<file path="src/hdl/wcp_pkg.sv">
// ----------------------------------------------------------------------------
// wcp_pkg
// Shared constants, codes and word types for the wall column projection.
// ----------------------------------------------------------------------------
package wcp_pkg;

  // Screen and scene geometry
  localparam int SCREEN_HEIGHT = 512;
  localparam int TILE_PIXELS   = 64;
  localparam int TEXTURE_SIZE  = 64;
  localparam int ANGLE_BITS    = 12;

  // Field widths
  localparam int COL_W    = 10;
  localparam int DIST_W   = 20;
  localparam int ANGLE_W  = 12;
  localparam int HIT_W    = 20;
  localparam int PD_W     = 24;
  localparam int ROW_W    = 10;
  localparam int SEL_W    = 2;
  localparam int TEXCOL_W = 6;
  localparam int TEXROW_W = 22;

  localparam logic [PD_W-1:0]     PD_RESET   = 24'd226816;
  localparam logic [TEXROW_W-1:0] TEXROW_MAX = '1;

  // Angle and cosine arithmetic
  localparam int MAG_W     = ANGLE_BITS;
  localparam int MAGSQ_W   = 2 * MAG_W;
  localparam int HALF      = 1 << (ANGLE_BITS - 1);
  localparam int QUARTER   = HALF / 2;
  localparam int HH_W      = 2 * (ANGLE_BITS - 1) + 1;
  localparam int COS_NUM_W = HH_W + 15;
  localparam int COS_DEN_W = HH_W + 1;
  localparam int COS_W     = 16;
  localparam int PROD_W    = DIST_W + COS_W;

  // Height and texture walk arithmetic
  localparam int TILE_W      = $clog2(TILE_PIXELS + 1);
  localparam int TEX_W       = $clog2(TEXTURE_SIZE + 1);
  localparam int HT_NUM_W    = PD_W + TILE_W + 8;
  localparam int HT_W        = 32;
  localparam int OFF_W       = HT_W + 1 - 9;
  localparam int STEP_NUM_W  = TEX_W + 24;
  localparam int START_NUM_W = OFF_W + TEX_W + 24;

  localparam int QUEUE_DEPTH = 2;

  // Texture select codes
  localparam logic [SEL_W-1:0] SEL_H_UP    = 2'd0;
  localparam logic [SEL_W-1:0] SEL_H_DOWN  = 2'd1;
  localparam logic [SEL_W-1:0] SEL_V_RIGHT = 2'd2;
  localparam logic [SEL_W-1:0] SEL_V_LEFT  = 2'd3;

  typedef struct packed {
    logic [COL_W-1:0]    col;
    logic [DIST_W-1:0]   ray_dist;
    logic [SEL_W-1:0]    sel;
    logic [TEXCOL_W-1:0] texcol;
    logic                sat_ang;
    logic [MAGSQ_W-1:0]  mag_sq;
  } front_word_t;

  typedef struct packed {
    logic [COL_W-1:0]    column_out;
    logic [ROW_W-1:0]    wall_top;
    logic [ROW_W-1:0]    wall_end;
    logic [SEL_W-1:0]    texture_select;
    logic [TEXCOL_W-1:0] texel_column;
    logic [TEXROW_W-1:0] texel_row_start;
    logic [TEXROW_W-1:0] texel_row_step;
    logic                height_saturated;
  } result_t;

endpackage

</file>
<file path="src/hdl/wcp_queue.sv">
// ----------------------------------------------------------------------------
// wcp_queue
// Short queue of classified words between the front and the back.
// ----------------------------------------------------------------------------
module wcp_queue (
  input  logic                 clk,
  input  logic                 rst,
  input  logic                 push,
  input  wcp_pkg::front_word_t wdata,
  input  logic                 pop,
  output logic                 full,
  output logic                 valid,
  output wcp_pkg::front_word_t rdata
);

  localparam int DEPTH = wcp_pkg::QUEUE_DEPTH;
  localparam int PTR_W = (DEPTH > 1) ? $clog2(DEPTH) : 1;
  localparam int CNT_W = $clog2(DEPTH + 1);

  wcp_pkg::front_word_t mem [DEPTH];
  logic [PTR_W-1:0]     wr_ptr;
  logic [PTR_W-1:0]     rd_ptr;
  logic [CNT_W-1:0]     count;

  assign full  = (count == CNT_W'(DEPTH));
  assign valid = (count != '0);
  assign rdata = mem[rd_ptr];

  always_ff @(posedge clk) begin
    if (push) begin
      mem[wr_ptr] <= wdata;
    end
  end

  always_ff @(posedge clk) begin
    if (rst) begin
      wr_ptr <= '0;
      rd_ptr <= '0;
      count  <= '0;
    end else begin
      if (push) begin
        wr_ptr <= (wr_ptr == PTR_W'(DEPTH - 1)) ? '0 : wr_ptr + 1'b1;
      end
      if (pop) begin
        rd_ptr <= (rd_ptr == PTR_W'(DEPTH - 1)) ? '0 : rd_ptr + 1'b1;
      end
      if (push && !pop) begin
        count <= count + 1'b1;
      end else if (pop && !push) begin
        count <= count - 1'b1;
      end
    end
  end

  a_no_overflow: assert property (@(posedge clk) disable iff (rst) full |-> !push)
    else $error("word pushed into full queue");
  a_no_underflow: assert property (@(posedge clk) disable iff (rst) pop |-> valid)
    else $error("word popped from empty queue");
  a_push_shows: assert property (@(posedge clk) disable iff (rst)
    (push && count == '0) |=> valid)
    else $error("pushed word not visible");

endmodule

</file>
<file path="config.mk">
export PLATFORM = sky130hd
export DESIGN_NAME = wcp_queue
export DESIGN_NICKNAME = d
export VERILOG_FILES = /design/src/hdl/wcp_pkg.sv /design/src/hdl/wcp_queue.sv
export SDC_FILE = /design/constraint.sdc
export NUM_CORES = 1
export LEC_CHECK = 0
export ABC_AREA = 1
export BUFFER_PORTS_ARGS = -buffer_cell sky130_fd_sc_hd__buf_4
export CORE_MARGIN = 1
export CORE_UTILIZATION = 47
export DETAILED_ROUTE_END_ITERATION = 7
export PLACE_DENSITY = 0.75
export SKIP_LAST_GASP = 1
export SYNTH_ARGS = -nofsm -noshare
export SYNTH_HDL_FRONTEND = slang
export SYNTH_SLANG_ARGS = --single-unit
</file>
<file path="constraint.sdc">
create_clock -name clk -period 3.4 [get_ports clk]
set_clock_uncertainty 0.2 [all_clocks]
set_input_delay 0.17 -clock clk [delete_from_list [all_inputs] [get_ports clk]]
set_output_delay 0.17 -clock clk [all_outputs]
set_load 0.05 [all_outputs]
</file>
==> results.md <==
* Number of warnings issued by yosys at 0
* Port Buffers at 131
* Static Leak at ~0.003 µW
* Rows at 37
* Initial antenna violation count at 0
* Vias in the first global route at between 2000 and 3000
* Clock Latency Late Sink at 0.50 ns
* Max Slew Vio Count at 0
* Hold Path Class: input port to register
* Slew at the pin with the worst max-slew slack at between 0.7 and 0.8 ns
* Fillers at 625
* Critical path's most frequent cell: buf_4
* CP peak stage delay at 0.79 ns
* Commonest non-fill, non-tap cells in the layout: buf_4, edfxtp_1, dlygate4sd3_1
* Post-layout min period at 2.65 ns
* CP Launch Type: register
* Cts repair resizes at 0
* Crit Path Max Fanout at 36
* Largest net degree at the start of global routing at 40
* I/O pin count at around 130
* Synthesized flop and latch total at roughly 130
* Syn Area/Cell at ~22 µm²
* GRT overflow at 0
* Synth Net Count at 297
* Commonest non-fill, non-tap cell in the layout: buf_4
* CTS buffer count at 17
* Final Cycle Share at 0.781
* Sink Count at around 130
* Synthesized area at around 5100 µm²
* RSZ-0062 raised after global routing: false
* CP max-delay cell: dfxtp_4
* Die area at about 11000 µm²
* Layout cells sized above 1 at 0.505
* Pwr Density at 626 nW/µm²
* Max_cap viols at 0
* Vias at roughly 2800
* WS Path Type: register to primary output
* Syn Inst Count at about 230
* DR DRC count at 0
* Sequential area share after synthesis at 0.765
* Max Clk Rate at about 0.38 GHz
* H-tree levels at 4
* Core Util, Final at 0.719
* Pre-antenna DRT Iters at 4
* Top cell type's share of synthesized area at 0.745
* Number of vias per cell at 4.69
* Die width at between 100 and 150 µm
* Area contributors post-synth: edfxtp_1, mux2_4, buf_12
* Drt initial violations at 77
* Worst-path clk slew at around 0.06 ns
* Final setup viols at 0
* Clock buffer depth at 2
* Synth-to-Final Area Change at 47.4%
* Arrival @ worst endpoint at around 2.3 ns
* Initial Util at 0.487
* Post-DP HPWL at 5790 µm
* Status: finished clean
* Post-DRT Antenna Nets at 0
* Max IR drop VDD at approximately 0.35 mV
* Total Wirelength at approximately 9500 µm
* Final Hold Fails at 0
* Setup crit end kind: primary output
* Fin Setup TNS at 0 ns
* Delay-heaviest family, CP: flip-flops
* Nets at around 500
* Core Region at between 10000 and 15000 µm²
* Die Y-Extent at roughly 110 µm
* CP Buf/Inv Count at 2
* Req. time, crit path at just over 3 ns
* N_diodes at 0
* Global Route Usage Sum at 0.174
* CP cell instances: buf_4 -> mux2_4 -> buf_4
* First-pass GRT wire length at approximately 14000 µm
* Library cells used by synthesis at 16
* Synth area leader: edfxtp_1
* CTS Root Buffer Type: clkbuf_8
* GPL Wtd Cong at 0.722
* Slew margin rel. at 0.490
* WL/cell at between 15 and 20 µm
* CTS tree: yes
==> registers in the layout, summed over array words and instances, names as in the netlist, named ones only <==
signal / count
wr_ptr: 1
mem: 126
count: 2
rd_ptr: 1
==> through the flow <==
step	std cells	power, µW	hold slack [ns]	worst slack (ns)	instance area (µm²)
final	591	4690	0.198	0.745	7480
after floorplan	229	2470	0.0424	0.804	5080
after global placement	493	2660	0.155	1.29	6160
after detailed placement	493	2670	0.158	1.25	6160
after global routing	591	4830	0.161	0.617	7480
after CTS	591	4720	0.166	0.691	7480
==> path summary, 6_finish.rpt <==
kind                       startpoint                   end  slack (ns)  cells after the start
setup / recovery             register             rdata[37]        0.75                      3
hold / removal              wdata[10]  mem[1][10]$_DFFE_PP_        0.20                      2
setup reg to reg  wr_ptr$_SDFFE_PP0P_  mem[1][33]$_DFFE_PP_        1.55                      3
hold reg to reg   rd_ptr$_SDFFE_PP0P_   rd_ptr$_SDFFE_PP0P_        0.32                      2
==> worst register-to-register path: cells and delay by family, from the launching register on <==
family	cells	cell delay, ns
buf+inv	2	0.83
flops	1	0.39
simple gates	1	0.08
==> area by class of cell <==
class,count,area [µm²],area share
timing repair buffer,202,1710,0.228
multi-input combinational,82,1030,0.138
tap,136,170,0.0227
sequential,131,3890,0.519
clock buffer,18,418,0.0558
inverter,9,33.8,0.00451
clock inverter,13,231,0.0309
==> layer usage <==
layer	share of wire	GRT usage	routed length [µm]
met3	0.047	0.0552	450
met2	0.55	0.317	5220
met4	0.0068	0.0655	65
met5	0	0	0
met1	0.40	0.190	3810
==> timing repair <==
action,4_1_cts,5_1_grt
hold buffers,67,0
endpoints found under the hold margin,131,0
buffers inserted,0,0
==> power by group <==
group	internal, µW	switching, µW	total, µW	leakage [µW]
logic	337	451	788	0.00149
clock network	1340	646	1980	0.000313
registers	1870	46.1	1910	0.00122
==> synthesized netlist by cell type, drive strengths merged <==
cell    count
dfxtp       5
nand3       1
mux2       63
a21oi       1
buf         7
o21ai       1
xnor2       1
nor3        1
nand4       1
nor2        6
ha          1
edfxtp    126
inv         9
nand2       6
==> kinds of logic after synthesis <==
group                      share of synthesized area
and+or+nand+nor                               0.0121
adders and majority gates                    0.00246
AOI/OAI and AO/OA                            0.00197
xor gates and xnor gates                     0.00173
muxes                                          0.184
DFF                                            0.765
buffers and inverters                         0.0325
Power figures use the tool's default switching activity.
