[src/hdl/wcp_pkg.sv]
// ----------------------------------------------------------------------------
// wcp_pkg
// Shared constants, codes and word types for the wall column projection.
// ----------------------------------------------------------------------------
package wcp_pkg;

  // Screen and scene geometry
  localparam int SCREEN_HEIGHT = 512;
  localparam int TILE_PIXELS   = 64;
  localparam int TEXTURE_SIZE  = 64;
  localparam int ANGLE_BITS    = 12;

  // Field widths
  localparam int COL_W    = 10;
  localparam int DIST_W   = 20;
  localparam int ANGLE_W  = 12;
  localparam int HIT_W    = 20;
  localparam int PD_W     = 24;
  localparam int ROW_W    = 10;
  localparam int SEL_W    = 2;
  localparam int TEXCOL_W = 6;
  localparam int TEXROW_W = 22;

  localparam logic [PD_W-1:0]     PD_RESET   = 24'd226816;
  localparam logic [TEXROW_W-1:0] TEXROW_MAX = '1;

  // Angle and cosine arithmetic
  localparam int MAG_W     = ANGLE_BITS;
  localparam int MAGSQ_W   = 2 * MAG_W;
  localparam int HALF      = 1 << (ANGLE_BITS - 1);
  localparam int QUARTER   = HALF / 2;
  localparam int HH_W      = 2 * (ANGLE_BITS - 1) + 1;
  localparam int COS_NUM_W = HH_W + 15;
  localparam int COS_DEN_W = HH_W + 1;
  localparam int COS_W     = 16;
  localparam int PROD_W    = DIST_W + COS_W;

  // Height and texture walk arithmetic
  localparam int TILE_W      = $clog2(TILE_PIXELS + 1);
  localparam int TEX_W       = $clog2(TEXTURE_SIZE + 1);
  localparam int HT_NUM_W    = PD_W + TILE_W + 8;
  localparam int HT_W        = 32;
  localparam int OFF_W       = HT_W + 1 - 9;
  localparam int STEP_NUM_W  = TEX_W + 24;
  localparam int START_NUM_W = OFF_W + TEX_W + 24;

  localparam int QUEUE_DEPTH = 2;

  // Texture select codes
  localparam logic [SEL_W-1:0] SEL_H_UP    = 2'd0;
  localparam logic [SEL_W-1:0] SEL_H_DOWN  = 2'd1;
  localparam logic [SEL_W-1:0] SEL_V_RIGHT = 2'd2;
  localparam logic [SEL_W-1:0] SEL_V_LEFT  = 2'd3;

  typedef struct packed {
    logic [COL_W-1:0]    col;
    logic [DIST_W-1:0]   ray_dist;
    logic [SEL_W-1:0]    sel;
    logic [TEXCOL_W-1:0] texcol;
    logic                sat_ang;
    logic [MAGSQ_W-1:0]  mag_sq;
  } front_word_t;

  typedef struct packed {
    logic [COL_W-1:0]    column_out;
    logic [ROW_W-1:0]    wall_top;
    logic [ROW_W-1:0]    wall_end;
    logic [SEL_W-1:0]    texture_select;
    logic [TEXCOL_W-1:0] texel_column;
    logic [TEXROW_W-1:0] texel_row_start;
    logic [TEXROW_W-1:0] texel_row_step;
    logic                height_saturated;
  } result_t;

endpackage

[src/hdl/wcp_front.sv]
// ----------------------------------------------------------------------------
// wcp_front
// Accepts a ray, folds the angle, flags rays at or past a quarter turn,
// picks the texture and texel column, and hands the word to the queue.
// ----------------------------------------------------------------------------
module wcp_front (
  input  logic                                 clk,
  input  logic                                 rst,
  input  logic                                 start,
  input  logic [wcp_pkg::COL_W-1:0]            column,
  input  logic [wcp_pkg::DIST_W-1:0]           ray_distance,
  input  logic signed [wcp_pkg::ANGLE_W-1:0]   angle_offset,
  input  logic                                 hit_vertical,
  input  logic                                 facing_up,
  input  logic                                 facing_right,
  input  logic [wcp_pkg::HIT_W-1:0]            hit_position,
  input  logic                                 q_full,
  output logic                                 busy,
  output logic                                 push,
  output wcp_pkg::front_word_t                 word
);

  localparam int AB         = wcp_pkg::ANGLE_BITS;
  localparam int TILE_Q8    = wcp_pkg::TILE_PIXELS * 256;
  localparam int TILE_Q8_LG = $clog2(TILE_Q8);

  logic                          front_v;
  logic                          accept;
  logic [15:0]                   ang_ext;
  logic [AB-1:0]                 aw;
  logic [wcp_pkg::MAG_W-1:0]     mag;
  logic [wcp_pkg::HIT_W-1:0]     tile_rem;
  logic [31:0]                   texcol_full;
  logic [wcp_pkg::SEL_W-1:0]     sel;
  wcp_pkg::front_word_t          word_next;

  assign busy   = front_v && q_full;
  assign push   = front_v && !q_full;
  assign accept = start && !busy;

  // sign-extend, then wrap to the angle width and fold to a magnitude
  assign ang_ext = {{(16 - wcp_pkg::ANGLE_W){angle_offset[wcp_pkg::ANGLE_W-1]}}, angle_offset};
  assign aw      = ang_ext[AB-1:0];
  assign mag     = aw[AB-1] ? (AB'(0) - aw) : aw;

  always_comb begin
    if (hit_vertical) begin
      sel = facing_right ? wcp_pkg::SEL_V_RIGHT : wcp_pkg::SEL_V_LEFT;
    end else begin
      sel = facing_up ? wcp_pkg::SEL_H_UP : wcp_pkg::SEL_H_DOWN;
    end
  end

  // tile size is a power of two: mask for the remainder, shift for the scale
  assign tile_rem    = hit_position & wcp_pkg::HIT_W'(TILE_Q8 - 1);
  assign texcol_full = (32'(tile_rem) * 32'(wcp_pkg::TEXTURE_SIZE)) >> TILE_Q8_LG;

  always_comb begin
    word_next.col      = column;
    word_next.ray_dist = ray_distance;
    word_next.sel      = sel;
    word_next.texcol   = texcol_full[wcp_pkg::TEXCOL_W-1:0];
    word_next.sat_ang  = (mag >= wcp_pkg::MAG_W'(wcp_pkg::QUARTER));
    word_next.mag_sq   = wcp_pkg::MAGSQ_W'(mag) * wcp_pkg::MAGSQ_W'(mag);
  end

  always_ff @(posedge clk) begin
    if (rst) begin
      front_v <= 1'b0;
    end else if (accept) begin
      front_v <= 1'b1;
    end else if (push) begin
      front_v <= 1'b0;
    end
    if (accept) begin
      word <= word_next;
    end
  end

endmodule

[config.mk]
export PLATFORM = sky130hd
export DESIGN_NAME = wcp_front
export DESIGN_NICKNAME = d
export VERILOG_FILES = /design/src/hdl/wcp_pkg.sv /design/src/hdl/wcp_front.sv
export SDC_FILE = /design/constraint.sdc
export NUM_CORES = 1
export LEC_CHECK = 0
export BUFFER_PORTS_ARGS = -buffer_cell sky130_fd_sc_hd__buf_4
export CORE_UTILIZATION = 52
export CTS_BUF_LIST = sky130_fd_sc_hd__clkbuf_8
export DETAILED_ROUTE_END_ITERATION = 6
export MAX_ROUTING_LAYER = met4
export PLACE_DENSITY = 0.8
export SLEW_MARGIN = 10
export SYNTH_ARGS = -nofsm -noshare
export SYNTH_HDL_FRONTEND = slang
export SYNTH_SLANG_ARGS = --single-unit
[constraint.sdc]
create_clock -name clk -period 6.26 [get_ports clk]
set_input_delay 0.313 -clock clk [delete_from_list [all_inputs] [get_ports clk]]
set_output_delay 0.313 -clock clk [all_outputs]
set_load 0.01 [all_outputs]
==> results.json <==
{
  "gr-usage-all-layers_pct": 23.7,
  "crit_arrival_ns": 6.06,
  "routedWlPerCell_um": 14.5,
  "antenna_found_initial": 0,
  "htreeDepth": 3,
  "cts_root_buf": "clkbuf_8",
  "vias": 4562,
  "via_per_inst": 5.09,
  "place.detailed.hpwl_um": 11000,
  "r2r_end": "word[8]",
  "synthToLayoutAreaGrowth_pct": 29.4,
  "r2r-start": "front_v",
  "dr_wl_met2_um": 7050,
  "yosys_register_bits": 63,
  "synth_top_cell_area_share_pct": 31.0,
  "placed_area_um2": 7510,
  "synth.distinct_cells": 48,
  "holdCritStartpoint": "rst",
  "grt_pass1_wl_um": 20800,
  "globalplace.congestion": 0.895,
  "ioPinCount": 134,
  "syn_inst": 564,
  "final.period_utilization_pct": 95.2,
  "cp_common_cell": "fa_1",
  "wl_met3_um": 771,
  "core_um2": 11000,
  "grt_setup_unrepaired": "false",
  "ir_worst_vdd_v": 0.000533,
  "path_cells": "buf_4 -> or4_4 -> or4b_4 -> nor2_1 -> inv_1 -> fa_1 -> fa_1 -> inv_1 -> fa_1 -> fa_1 -> inv_1 -> fa_1 -> inv_1 -> ha_1 -> a21oi_1 -> o21ai_0 -> or3_1 -> o211ai_1 -> a31oi_1 -> xor2_1",
  "synth_edf_count": 62,
  "rrSetupSlack_ns": 4.22,
  "power_density_nw_per_um2": 665,
  "worst_slew_pin_slew_ns": 0.706,
  "ant_nets": 0,
  "cts.sinks": 63,
  "synth.cell_area_um2": 6010,
  "yosysMostFrequentCell": "inv_1",
  "status": "finished clean",
  "yosys_warnings": 0,
  "top_layer_used": "met4",
  "crit_path_start": "angle_offset[9]",
  "grt_max_degree": 38,
  "drv_slew": 0,
  "synth.top_cells.by_count": "136 x inv_1, 81 x fa_1, 62 x edfxtp_1",
  "fmax_mhz": 168,
  "synth_area_leader_cell": "edfxtp_1",
  "die_area_um2": 12000,
  "layout-drive-gt1-share_pct": 27.1,
  "hold_end": "front_v",
  "timing.slew.headroom_pct": 52.8,
  "fill_cells": 823,
  "start_util_pct": 54.5,
  "cp-end-kind": "flop",
  "cts_tree": "yes",
  "grt_pass1_vias": 4697,
  "cts.path.max_buffers": 2,
  "synthFlopType": "edfxtp_1",
  "finalSetupViolations": 0,
  "rr_worst_depth": 3,
  "wl_met1_um": 4860,
  "dp_slack_ns": -0.101,
  "async_flop_share_pct": 0,
  "max-cap-violations": 0,
  "hold_viol": 0,
  "final_nets": 959,
  "die_h_um": 110,
  "synth_area_leaders": "edfxtp_1 31%, fa_1 27%, ha_1 12%, inv_1 8.5%, nor2_1 2.9%",
  "holdPathStages": 2,
  "crit_slowest_cell": "fa_1",
  "critical_path_class": "primary input to flop",
  "worstHoldPathType": "primary input to flop",
  "finalWorstSetupSlack_ns": 0.303,
  "syn_avg_cell_area_um2": 10.7,
  "detailedRoute.firstPassIterationCount": 5,
  "grt.overflow.total": 0,
  "wirelength_um": 13000,
  "rows": 38,
  "fin_area_um2": 7770,
  "yosysSeqAreaShare_pct": 31.3,
  "start_kind": "primary input",
  "n_antenna_cell": 0,
  "power_leakage_nw": 3.97,
  "drc_errors": 0,
  "crit_fanout": 5,
  "fin_skew_ns": 0.00696,
  "tns_ns": 0,
  "path_buf_inv": 5,
  "portBuffers": 118,
  "clk_latency_ns": 0.35,
  "min_period_ns": 5.96,
  "critPathMaxStageDelay_ns": 0.55,
  "path_clk_slew_ns": 0.08,
  "cts_made_buffers": 9,
  "cp.required_ns": 6.37,
  "drtIter0Drc": 202,
  "die_w_um": 110,
  "cpLargestDelayFamily": "adder cells",
  "whs_ns": 0.112
}
[metrics by stage]
step / instances / util [%] / power [mW]
after floorplan: 572 / - / 3.16
after global placement: 880 / 68.1 / 4.53
after detailed placement: 880 / 68.1 / 4.69
after CTS: 896 / 70.3 / 5.20
after global routing: 897 / 70.5 / 5.70
final: 897 / 70.5 / 5.17
[state kept, by name (all words and copies together) (netlist names)]
name,cells
word,62
front_v,1
[layer usage]
metal,up-vias,track usage [%]
met5,-,-
met4,0,10.4
met3,25,3.79
met2,160,42.6
met1,2238,25.9
li1,2139,-
[worst max-delay path by stage]
stage	end	slack (ns)	depth (start not counted)
after floorplan	word[18]	0.06	21
after global placement	word[20]	0.02	22
after detailed placement	word[20]	-0.10	22
after CTS	word[20]	0.26	22
after global routing	word[20]	0.003	23
final	word[20]	0.30	20
[cell usage in the layout, fill, tap and decap left out, types with 10 or more instances in the layout]
| cell type | synthesis | routed |
|---|---|---|
| clkbuf_8 | 0 | 10 |
| nor2_1 | 47 | 47 |
| a21oi_1 | 15 | 15 |
| xor2_1 | 14 | 14 |
| xnor2_1 | 18 | 18 |
| conb_1 | 2 | 10 |
| inv_1 | 136 | 136 |
| o21ai_0 | 12 | 12 |
| buf_4 | 1 | 178 |
| nand2_1 | 45 | 45 |
| edfxtp_1 | 62 | 62 |
| fa_1 | 81 | 81 |
| ha_1 | 57 | 57 |
[worst reg2reg max path, cell delays in order (launching register included)]
cell,delay [ns]
dfxtp_1,0.32
and2_1,0.20
nor2b_4,0.59
buf_4,0.54
[power breakdown]
part | switching, mW | internal (mW)
Combinational | 2.02 | 1.97
Sequential | 0.0211 | 0.718
Clock | 0.164 | 0.277
[timing repair]
| item | CTS | global route |
|---|---|---|
| endpoints found under the hold margin | 0 | 0 |
| gates resized for setup | 0 | 1 |
| hold buffers | 0 | 0 |
| endpoints found under the setup margin | 0 | 5 |
| buffers inserted | 0 | 1 |
[cell families (layout without fill, tap and decap cells)]
group                      after synthesis  in the layout  share of synthesized area [%]
AOI/OAI and AO/OA                       51             51                           5.33
other                                    2             10                          0.125
buffers and inverters                  150            335                           9.64
adders and majority gates              138            138                           38.8
DFF                                     63             63                           31.3
muxes                                    4              4                          0.687
and+or+nand+nor                        124            124                           9.41
xor gates and xnor gates                32             32                           4.66
[area by class of cell]
type	count	area (µm²)	share of cell area (%)
inverter	141	534	6.87
clock buffer	10	138	1.77
tap	140	175	2.25
sequential	63	1880	24.2
timing repair buffer	178	1340	17.2
multi-input combinational	359	3590	46.2
clock inverter	6	115	1.48
(Power assumes the default switching activity.)
